### config.mk
export PLATFORM = sky130hd
export DESIGN_NAME = sliding_window_mean_stddev_flat
export DESIGN_NICKNAME = d
export VERILOG_FILES = /design/src/sv/swms_pkg.sv /design/src/sv/swms_lap_if.sv /design/src/sv/swms_stat_if.sv /design/src/sv/sliding_window_mean_stddev.sv /design/src/flat_wrapper.sv
export SDC_FILE = /design/constraint.sdc
export NUM_CORES = 2
export LEC_CHECK = 0
export BUFFER_PORTS_ARGS = -buffer_cell sky130_fd_sc_hd__buf_4
export CORE_MARGIN = 5
export CORE_UTILIZATION = 33
export DETAILED_ROUTE_END_ITERATION = 16
export SLEW_MARGIN = 30
export SYNTH_ARGS = -nofsm -noshare
export SYNTH_HDL_FRONTEND = slang
export SYNTH_SLANG_ARGS = --single-unit
### constraint.sdc
create_clock -name clk -period 15.1 [get_ports clk]
set_clock_uncertainty 0.1 [all_clocks]
set_input_delay 2.265 -clock clk [delete_from_list [all_inputs] [get_ports clk]]
set_output_delay 2.265 -clock clk [all_outputs]
set_load 0.02 [all_outputs]
### src/sv/swms_pkg.sv
// ----------------------------------------------------------------------------
// swms_pkg
// Field widths, parameter defaults and sequencer states shared by the
// sliding window mean and standard deviation block.
// ----------------------------------------------------------------------------
package swms_pkg;

    // Item field widths
    localparam int LAP_W  = 20;
    localparam int MEAN_W = 24;
    localparam int SD_W   = 24;
    localparam int HELD_W = 4;

    // Parameter defaults
    localparam int WINDOW_DEF        = 10;
    localparam int SAMPLE_BITS_DEF   = 20;
    localparam int FRACTION_BITS_DEF = 4;

    // Sequencer states
    typedef enum logic [3:0] {
        ST_IDLE,
        ST_READ,
        ST_SQ_OLD,
        ST_UPDATE,
        ST_ADD_SQ,
        ST_SCALE,
        ST_MEAN_DIV,
        ST_VAR_DIV,
        ST_ROOT,
        ST_DONE
    } swms_state_t;

endpackage

### src/sv/swms_lap_if.sv
// ----------------------------------------------------------------------------
// swms_lap_if
// Input channel: one lap duration per item, valid/ready handshake.
// ----------------------------------------------------------------------------
interface swms_lap_if;
    import swms_pkg::*;

    logic             valid;
    logic             ready;
    logic [LAP_W-1:0] lap_ms;

    modport source (output valid, output lap_ms, input ready);
    modport sink   (input valid, input lap_ms, output ready);
endinterface

### src/sv/swms_stat_if.sv
// ----------------------------------------------------------------------------
// swms_stat_if
// Result channel: latest duration, window mean, deviation and fill count.
// ----------------------------------------------------------------------------
interface swms_stat_if;
    import swms_pkg::*;

    logic              valid;
    logic              ready;
    logic [LAP_W-1:0]  latest_ms;
    logic [MEAN_W-1:0] mean_x16;
    logic [SD_W-1:0]   stddev_x16;
    logic [HELD_W-1:0] samples_held;

    modport source (output valid, output latest_ms, output mean_x16,
                    output stddev_x16, output samples_held, input ready);
    modport sink   (input valid, input latest_ms, input mean_x16,
                    input stddev_x16, input samples_held, output ready);
endinterface

### src/sv/sliding_window_mean_stddev.sv
// ----------------------------------------------------------------------------
// sliding_window_mean_stddev
// Each accepted item passes through four update states (READ, SQ_OLD,
// UPDATE, ADD_SQ), CNT_W shift-add steps, then SUM_W+FRACTION_BITS and SC_W
// restoring divide steps and SC_W/2 root steps, one bit a cycle; the variance
// divide and root steps run only once two or more samples are held. The next
// item is taken once the result is loaded and while it waits at the output.
// Reset clears the sums, fill count, write slot and output valid at once.
// ----------------------------------------------------------------------------
module sliding_window_mean_stddev #(
    parameter int WINDOW        = swms_pkg::WINDOW_DEF,
    parameter int SAMPLE_BITS   = swms_pkg::SAMPLE_BITS_DEF,
    parameter int FRACTION_BITS = swms_pkg::FRACTION_BITS_DEF
) (
    input  logic         clk,
    input  logic         rst_n,
    swms_lap_if.sink     laps,
    swms_stat_if.source  stats
);
    import swms_pkg::*;

    localparam int CNT_W  = $clog2(WINDOW + 1);
    localparam int SLOT_W = $clog2(WINDOW);
    localparam int SUM_W  = SAMPLE_BITS + CNT_W;
    localparam int SQ_W   = 2 * SAMPLE_BITS + CNT_W;
    localparam int PROD_W = 2 * SUM_W;
    localparam int A_W    = SQ_W + CNT_W;
    localparam int SC_W   = A_W + 2 * FRACTION_BITS;
    localparam int MD_W   = SUM_W + FRACTION_BITS;
    localparam int DV_W   = 2 * CNT_W;
    localparam int RT_W   = SC_W / 2;
    localparam int ITER_W = $clog2(SC_W);
    localparam int EXT_W  = (SAMPLE_BITS > LAP_W) ? SAMPLE_BITS : LAP_W;

    // Control state
    swms_state_t        state_reg, state_next;
    logic [CNT_W-1:0]   cnt_reg;
    logic [SLOT_W-1:0]  slot_reg;
    logic [SUM_W-1:0]   sum_reg;
    logic [SQ_W-1:0]    sumsq_reg;
    logic               out_valid_reg;

    // Datapath registers
    logic [SAMPLE_BITS-1:0] lap_reg;
    logic [SAMPLE_BITS-1:0] old_reg;
    logic [PROD_W-1:0]      prod_reg;
    logic [A_W-1:0]         acc_reg;
    logic [SC_W-1:0]        quo_reg;
    logic [DV_W-1:0]        rem_reg;
    logic [DV_W-1:0]        dvar_reg;
    logic [RT_W-1:0]        root_reg;
    logic [RT_W:0]          srem_reg;
    logic [ITER_W-1:0]      iter_reg;
    logic [MEAN_W-1:0]      mean_reg;
    logic [LAP_W-1:0]       out_latest_reg;
    logic [MEAN_W-1:0]      out_mean_reg;
    logic [SD_W-1:0]        out_sd_reg;
    logic [HELD_W-1:0]      out_held_reg;

    logic [SAMPLE_BITS-1:0] ring_mem [WINDOW];

    // Handshake decode
    logic in_ready;
    logic in_accept;
    logic out_load;

    // Shared datapath signals
    logic               full;
    logic               two_plus;
    logic               last_iter;
    logic [EXT_W-1:0]   lap_ext;
    logic [EXT_W-1:0]   lap_max;
    logic [SAMPLE_BITS-1:0] lap_sat;
    logic [SUM_W-1:0]   mul_a, mul_b;
    logic [PROD_W-1:0]  mul_p;
    logic [CNT_W-1:0]   cnt_shr;
    logic [A_W-1:0]     num;
    logic [DV_W-1:0]    divisor;
    logic [DV_W:0]      rem_sh;
    logic [DV_W:0]      rem_diff;
    logic               qbit;
    logic [DV_W-1:0]    rem_next;
    logic [SC_W-1:0]    quo_next;
    logic [RT_W+2:0]    srem_sh;
    logic [RT_W+2:0]    trial;
    logic [RT_W+2:0]    srem_diff;

    assign full      = (cnt_reg == CNT_W'(WINDOW));
    assign two_plus  = (cnt_reg >= CNT_W'(2));
    assign last_iter = (iter_reg == '0);

    // Saturate the incoming duration to the sample range
    assign lap_ext = EXT_W'(laps.lap_ms);
    assign lap_max = EXT_W'({SAMPLE_BITS{1'b1}});
    assign lap_sat = (lap_ext > lap_max) ? SAMPLE_BITS'(lap_max) : SAMPLE_BITS'(lap_ext);

    // Shared multiplier operand selection
    always_comb
    begin
        case (state_reg)
            ST_SQ_OLD:
            begin
                mul_a = SUM_W'(old_reg);
                mul_b = SUM_W'(old_reg);
            end
            ST_UPDATE:
            begin
                mul_a = SUM_W'(lap_reg);
                mul_b = SUM_W'(lap_reg);
            end
            default:
            begin
                mul_a = sum_reg;
                mul_b = sum_reg;
            end
        endcase
    end

    assign mul_p = PROD_W'(mul_a) * PROD_W'(mul_b);

    // Count bit for the shift-add of count times sum of squares
    assign cnt_shr = cnt_reg >> iter_reg;

    // Numerator count*sumsq - sum^2, clamped at zero
    assign num = (acc_reg > A_W'(prod_reg)) ? acc_reg - A_W'(prod_reg) : '0;

    // Restoring divide step, one quotient bit a cycle
    assign divisor  = (state_reg == ST_VAR_DIV) ? dvar_reg : DV_W'(cnt_reg);
    assign rem_sh   = {rem_reg, quo_reg[SC_W-1]};
    assign rem_diff = rem_sh - (DV_W+1)'(divisor);
    assign qbit     = (rem_sh >= (DV_W+1)'(divisor));
    assign rem_next = qbit ? rem_diff[DV_W-1:0] : rem_sh[DV_W-1:0];
    assign quo_next = {quo_reg[SC_W-2:0], qbit};

    // Square root step, one root bit a cycle
    assign srem_sh   = {srem_reg, quo_reg[SC_W-1 -: 2]};
    assign trial     = (RT_W+3)'({root_reg, 2'b01});
    assign srem_diff = srem_sh - trial;

    // Next state
    always_comb
    begin
        state_next = state_reg;
        case (state_reg)
            ST_IDLE:     if (laps.valid) state_next = ST_READ;
            ST_READ:     state_next = ST_SQ_OLD;
            ST_SQ_OLD:   state_next = ST_UPDATE;
            ST_UPDATE:   state_next = ST_ADD_SQ;
            ST_ADD_SQ:   state_next = ST_SCALE;
            ST_SCALE:    if (last_iter) state_next = ST_MEAN_DIV;
            ST_MEAN_DIV:
            begin
                if (last_iter)
                begin
                    state_next = two_plus ? ST_VAR_DIV : ST_DONE;
                end
            end
            ST_VAR_DIV:  if (last_iter) state_next = ST_ROOT;
            ST_ROOT:     if (last_iter) state_next = ST_DONE;
            ST_DONE:     if (out_load) state_next = ST_IDLE;
            default:     state_next = ST_IDLE;
        endcase
    end

    // Handshake outputs
    always_comb
    begin
        in_ready = (state_reg == ST_IDLE);
        out_load = (state_reg == ST_DONE) && (!out_valid_reg || stats.ready);
    end

    assign in_accept = laps.valid && in_ready;

    // Control registers
    always_ff @(posedge clk or negedge rst_n)
    begin
        if (!rst_n)
        begin
            state_reg     <= ST_IDLE;
            cnt_reg       <= '0;
            slot_reg      <= '0;
            sum_reg       <= '0;
            sumsq_reg     <= '0;
            out_valid_reg <= 1'b0;
        end
        else
        begin
            state_reg <= state_next;

            // Drop the oldest sample once full, add the new one
            if (state_reg == ST_UPDATE)
            begin
                sum_reg   <= sum_reg - (full ? SUM_W'(old_reg) : '0) + SUM_W'(lap_reg);
                sumsq_reg <= sumsq_reg - (full ? SQ_W'(prod_reg) : '0);
                if (!full)
                begin
                    cnt_reg <= cnt_reg + 1'b1;
                end
                slot_reg <= (slot_reg == SLOT_W'(WINDOW - 1)) ? '0 : slot_reg + 1'b1;
            end

            if (state_reg == ST_ADD_SQ)
            begin
                sumsq_reg <= sumsq_reg + SQ_W'(prod_reg);
            end

            // Hold the result until taken
            if (out_load)
            begin
                out_valid_reg <= 1'b1;
            end
            else if (stats.ready)
            begin
                out_valid_reg <= 1'b0;
            end
        end
    end

    // Sample ring: read the outgoing entry, write the new one
    always_ff @(posedge clk)
    begin
        if (state_reg == ST_READ)
        begin
            old_reg            <= ring_mem[slot_reg];
            ring_mem[slot_reg] <= lap_reg;
        end
    end

    // Datapath sequencing
    always_ff @(posedge clk)
    begin
        if (in_accept)
        begin
            lap_reg <= lap_sat;
        end

        case (state_reg)
            ST_SQ_OLD, ST_UPDATE:
            begin
                prod_reg <= mul_p;
            end
            ST_ADD_SQ:
            begin
                prod_reg <= mul_p;
                dvar_reg <= DV_W'(cnt_reg) * DV_W'(cnt_reg - 1'b1);
                acc_reg  <= '0;
                iter_reg <= ITER_W'(CNT_W - 1);
            end
            ST_SCALE:
            begin
                acc_reg <= (acc_reg << 1) + (cnt_shr[0] ? A_W'(sumsq_reg) : '0);
                if (last_iter)
                begin
                    quo_reg  <= SC_W'(sum_reg) << (SC_W - SUM_W);
                    rem_reg  <= '0;
                    iter_reg <= ITER_W'(MD_W - 1);
                end
                else
                begin
                    iter_reg <= iter_reg - 1'b1;
                end
            end
            ST_MEAN_DIV:
            begin
                rem_reg <= rem_next;
                quo_reg <= quo_next;
                if (last_iter)
                begin
                    mean_reg <= MEAN_W'(quo_next);
                    quo_reg  <= SC_W'(num) << (2 * FRACTION_BITS);
                    rem_reg  <= '0;
                    iter_reg <= ITER_W'(SC_W - 1);
                end
                else
                begin
                    iter_reg <= iter_reg - 1'b1;
                end
            end
            ST_VAR_DIV:
            begin
                rem_reg <= rem_next;
                quo_reg <= quo_next;
                if (last_iter)
                begin
                    root_reg <= '0;
                    srem_reg <= '0;
                    iter_reg <= ITER_W'(RT_W - 1);
                end
                else
                begin
                    iter_reg <= iter_reg - 1'b1;
                end
            end
            ST_ROOT:
            begin
                quo_reg <= quo_reg << 2;
                if (srem_sh >= trial)
                begin
                    srem_reg <= srem_diff[RT_W:0];
                    root_reg <= {root_reg[RT_W-2:0], 1'b1};
                end
                else
                begin
                    srem_reg <= srem_sh[RT_W:0];
                    root_reg <= {root_reg[RT_W-2:0], 1'b0};
                end
                iter_reg <= iter_reg - 1'b1;
            end
            default:
            begin
            end
        endcase

        // Load the output stage
        if (out_load)
        begin
            out_latest_reg <= LAP_W'(lap_reg);
            out_mean_reg   <= mean_reg;
            out_sd_reg     <= two_plus ? SD_W'(root_reg) : '0;
            out_held_reg   <= HELD_W'(cnt_reg);
        end
    end

    assign laps.ready         = in_ready;
    assign stats.valid        = out_valid_reg;
    assign stats.latest_ms    = out_latest_reg;
    assign stats.mean_x16     = out_mean_reg;
    assign stats.stddev_x16   = out_sd_reg;
    assign stats.samples_held = out_held_reg;

endmodule

### src/flat_wrapper.sv
// flat-port wrapper written by rule: the top's interface ports become plain ports
module sliding_window_mean_stddev_flat import swms_pkg::*;
#(
    parameter int WINDOW        = swms_pkg::WINDOW_DEF,
    parameter int SAMPLE_BITS   = swms_pkg::SAMPLE_BITS_DEF,
    parameter int FRACTION_BITS = swms_pkg::FRACTION_BITS_DEF
)
  (clk, rst_n, laps_valid, laps_lap_ms, laps_ready, stats_valid, stats_latest_ms, stats_mean_x16, stats_stddev_x16, stats_samples_held, stats_ready);
  swms_lap_if laps_i ();
  swms_stat_if stats_i ();
  input  logic clk;
  input  logic rst_n;
  input wire logic [$bits(laps_i.valid)-1:0] laps_valid;
  input wire logic [$bits(laps_i.lap_ms)-1:0] laps_lap_ms;
  output wire logic [$bits(laps_i.ready)-1:0] laps_ready;
  output wire logic [$bits(stats_i.valid)-1:0] stats_valid;
  output wire logic [$bits(stats_i.latest_ms)-1:0] stats_latest_ms;
  output wire logic [$bits(stats_i.mean_x16)-1:0] stats_mean_x16;
  output wire logic [$bits(stats_i.stddev_x16)-1:0] stats_stddev_x16;
  output wire logic [$bits(stats_i.samples_held)-1:0] stats_samples_held;
  input wire logic [$bits(stats_i.ready)-1:0] stats_ready;
  assign laps_i.valid = laps_valid;
  assign laps_i.lap_ms = laps_lap_ms;
  assign laps_ready = laps_i.ready;
  assign stats_valid = stats_i.valid;
  assign stats_latest_ms = stats_i.latest_ms;
  assign stats_mean_x16 = stats_i.mean_x16;
  assign stats_stddev_x16 = stats_i.stddev_x16;
  assign stats_samples_held = stats_i.samples_held;
  assign stats_i.ready = stats_ready;
  sliding_window_mean_stddev #(.WINDOW(WINDOW), .SAMPLE_BITS(SAMPLE_BITS), .FRACTION_BITS(FRACTION_BITS)) u_core (.clk(clk), .rst_n(rst_n), .laps(laps_i), .stats(stats_i));
endmodule
==> metrics.md <==
| Metric | Value |
|---|---|
| Status | completed |
| Met3 Usage GRT | 2.808% |
| Prevailing post-synth register cell | edfxtp_1 |
| Root buffer cell | clkbuf_16 |
| Hold WC Path Type | flop to flop |
| Fmax | 0.1020 GHz |
| Final Max Tran Viols | 0 |
| Clk pin slew, worst setup/hold paths | 60 ps |
| Post-synth ARST share | 12.54% |
| Hold Buf Count CTS | 0 |
| Compound-gate portion of the synthesized area | 13.33% |
| Via count | 38.84k |
| Post-Synth XOR/XNOR Area | 3.502% |
| RSZ-0062 raised after global routing | no |
| Post-route DRC | 0 |
| NumNets Final | 6,278 |
| Die X | 414.6 um |
| Setup TNS | 0 ps |
| Rows | 148 |
| Setup violators final | 0 |
| Register-to-Register Path Depth | 29 |
| CTS resizes | 0 |
| Hold depth | 0 |
| Flops & latches, synth | 646 |
| Syn avg cell area | 10.01 um2 |
| Htree depth | 3 |
| Num ports | 98 |
| Crit end category | flop |
| Final min period | 9801 ps |
| Initial antenna violation count | 2 |
| Vias in the first global route | 39.95k |
| Final wirelength | 143,600 um |
| Post-CTS Setup Inserts | 0 |
| Core Region | 162,800 um2 |
| Gpl congestion | 0.9339 |
| Post-synth top area share | 31.40% |
| Adder-Cell Fraction of Synth Area | 25.88% |
| Most frequent cell after synthesis | inv_1 |
| Wire per inst | 18.79 um |
| Ys Warns | 0 |
| Synth Cell Area | 54,020 um2 |
| CTS Buf Count | 71 |
| Starting Density | 33.19% |
| Worst path required time | 15,390 ps |
| Worst-Skew Late Latency | 660 ps |
| Routed Antenna Nets | 0 |
| Fin. Hold Viols | 0 |
| Max FFs per register | 200 |
| Dpl hpwl | 109,600 um |
| Area share of and/or/nand/nor cells after synthesis | 11.63% |
| Synthesized Nets | 6,261 |
| Global-route wire length before repair | 227,500 um |
| Distinct cells, synth | 95 |
| GR Overflow Total | 0 |
| Area delta synth->final | 10.18% |
| All-layer global routing usage | 16.47% |
| CP dominant cell by count | fa_1 |
| Chip height | 414.6 um |
| Largest net degree at the start of global routing | 74 |
| Max-cap violations | 0 |
| CTS tree | built |
| Tcrit/Tclk final | 64.91% |
| Deepest clock path buffer count | 3 |
| Die area | 171,900 um2 |
| Type of origin of the critical path | flop |
| GR Util met2 | 27.74% |
| Post-synth top cells | 867 x inv_1, 565 x edfxtp_1, 471 x nor2_1 |
| Crit path arrival time | 10,090 ps |
| Clock sinks | 646 |
| Post-synth top area cell | edfxtp_1 |
| Measured slew at the worst slew-check pin | 1037 ps |
| Post-synthesis sequential area ratio | 35.16% |
| DR iter-0 viols | 3,020 |
| Main combinational cell family by area after synthesis | adder cells |
| Crit Path Max Fanout | 44 |
| Largest cells by area after synthesis | edfxtp_1 31%, fa_1 17%, ha_1 8.9% |
| Critical path class | flop to flop |
| Via density | 5.080 |
| Max-Slew Margin vs Limit | 30.27% |
| Synthesized instance count | 5,395 |
| Most used routing layer | met2 |
| Crit path largest cell delay | 900 ps |
| Number of I/O port buffers | 97 |
| Crit-path slowest cell | clkinv_1 |
| Layout cells sized above 1 | 6.948% |
| Number of flops mapped to enable cells by yosys | 565 |
| DRT Pass-1 Iters | 8 |
| Mux cell area share after synthesis | 2.886% |
| Met1 Usage GRT | 21.97% |
[metal layers]
metal	up-vias	routed length (um)
met5	-	0
met4	0	3937
met3	218	8984
met2	1129	68370
met1	19140	62350
li1	18350	-
[area by class of cell]
| class | count | area (um2) |
|---|---|---|
| Clock inverter | 48 | 451.7 |
| Antenna cell | 1 | 2.502 |
| Tap cell | 2175 | 2721 |
| Fill cell | 16230 | 103200 |
| Sequential cell | 646 | 19000 |
| Multi-Input combinational cell | 3660 | 31040 |
| Timing Repair Buffer | 161 | 1212 |
| Clock buffer | 82 | 1818 |
| Inverter | 872 | 3273 |
[stage by stage]
| stage | hold slack [ps] | cell area, um2 | worst slack, ps | std cells | utilization [%] |
|---|---|---|---|---|---|
| after global placement | 302.5 | 57240 | 5662 | 7514 | 35.16 |
| after floorplan | 300.3 | 54020 | 6683 | 5395 | - |
| after global routing | 319.5 | 59520 | 4859 | 7644 | 36.57 |
| final | 317.0 | 59520 | 5299 | 7645 | 36.57 |
| after CTS | 319.8 | 59510 | 5366 | 7644 | 36.56 |
| after detailed placement | 305.4 | 57240 | 5387 | 7514 | 35.17 |
[cells by family (layout without fill, tap and decap cells)]
kind of cell | Yosys count | after routing
compound gates | 1126 | 1126
xor+xnor | 216 | 216
mux | 104 | 104
buf+inv | 1089 | 1163
fa+ha+maj | 842 | 842
flops | 646 | 646
other cells | 1 | 2
simple gates | 1371 | 1371
[path summary, 6_finish.rpt]
check	from	to	slack, ps
max in group asynchronous	rst_n	u_core.slot_reg[0]$_DFFE_PN0N_	12140
min reg2reg	u_core.mean_reg[15]$_DFFE_PP_	u_core.stats.mean_x16[15]$_DFFE_PP_	320
max	u_core.state_reg[3]$_DFFE_PN0P_	u_core.prod_reg[46]$_DFFE_PP_	5300
max reg2reg	u_core.state_reg[3]$_DFFE_PN0P_	u_core.prod_reg[46]$_DFFE_PP_	5300
min in group asynchronous	rst_n	u_core.sumsq_reg[21]$_DFFE_PN0P_	1470
min	u_core.mean_reg[15]$_DFFE_PP_	u_core.stats.mean_x16[15]$_DFFE_PP_	320
[cell usage in the layout (no fill, tap or decap), types with 29 or more instances in the layout]
cell type	count
a21oi_1	316
o21ai_0	258
edfxtp_1	565
nand3_1	69
xor2_1	94
fa_1	459
nor2b_1	64
ha_1	383
nand4_1	39
nand2b_1	41
a211oi_1	51
a31oi_1	35
and3_1	29
a21o_1	148
mux4_2	41
nor2_1	459
inv_1	867
nand2_1	420
xnor2_1	122
o31ai_1	30
buf_4	160
o21bai_1	31
mux2i_1	59
nor3_1	59
dfrtp_1	78
clkbuf_16	71
o21a_1	29
and2_1	79
[critical path, delay by kind of cell, from the launching register on]
kind	cells	cell delay, ps
xor+xnor	1	80
compound gates	9	2530
fa+ha+maj	8	3760
buf+inv	7	1580
simple gates	4	920
flops	1	510
Power is not shown: default switching activity piles up to over one toggle a cycle in this logic, so the estimate is an artifact.
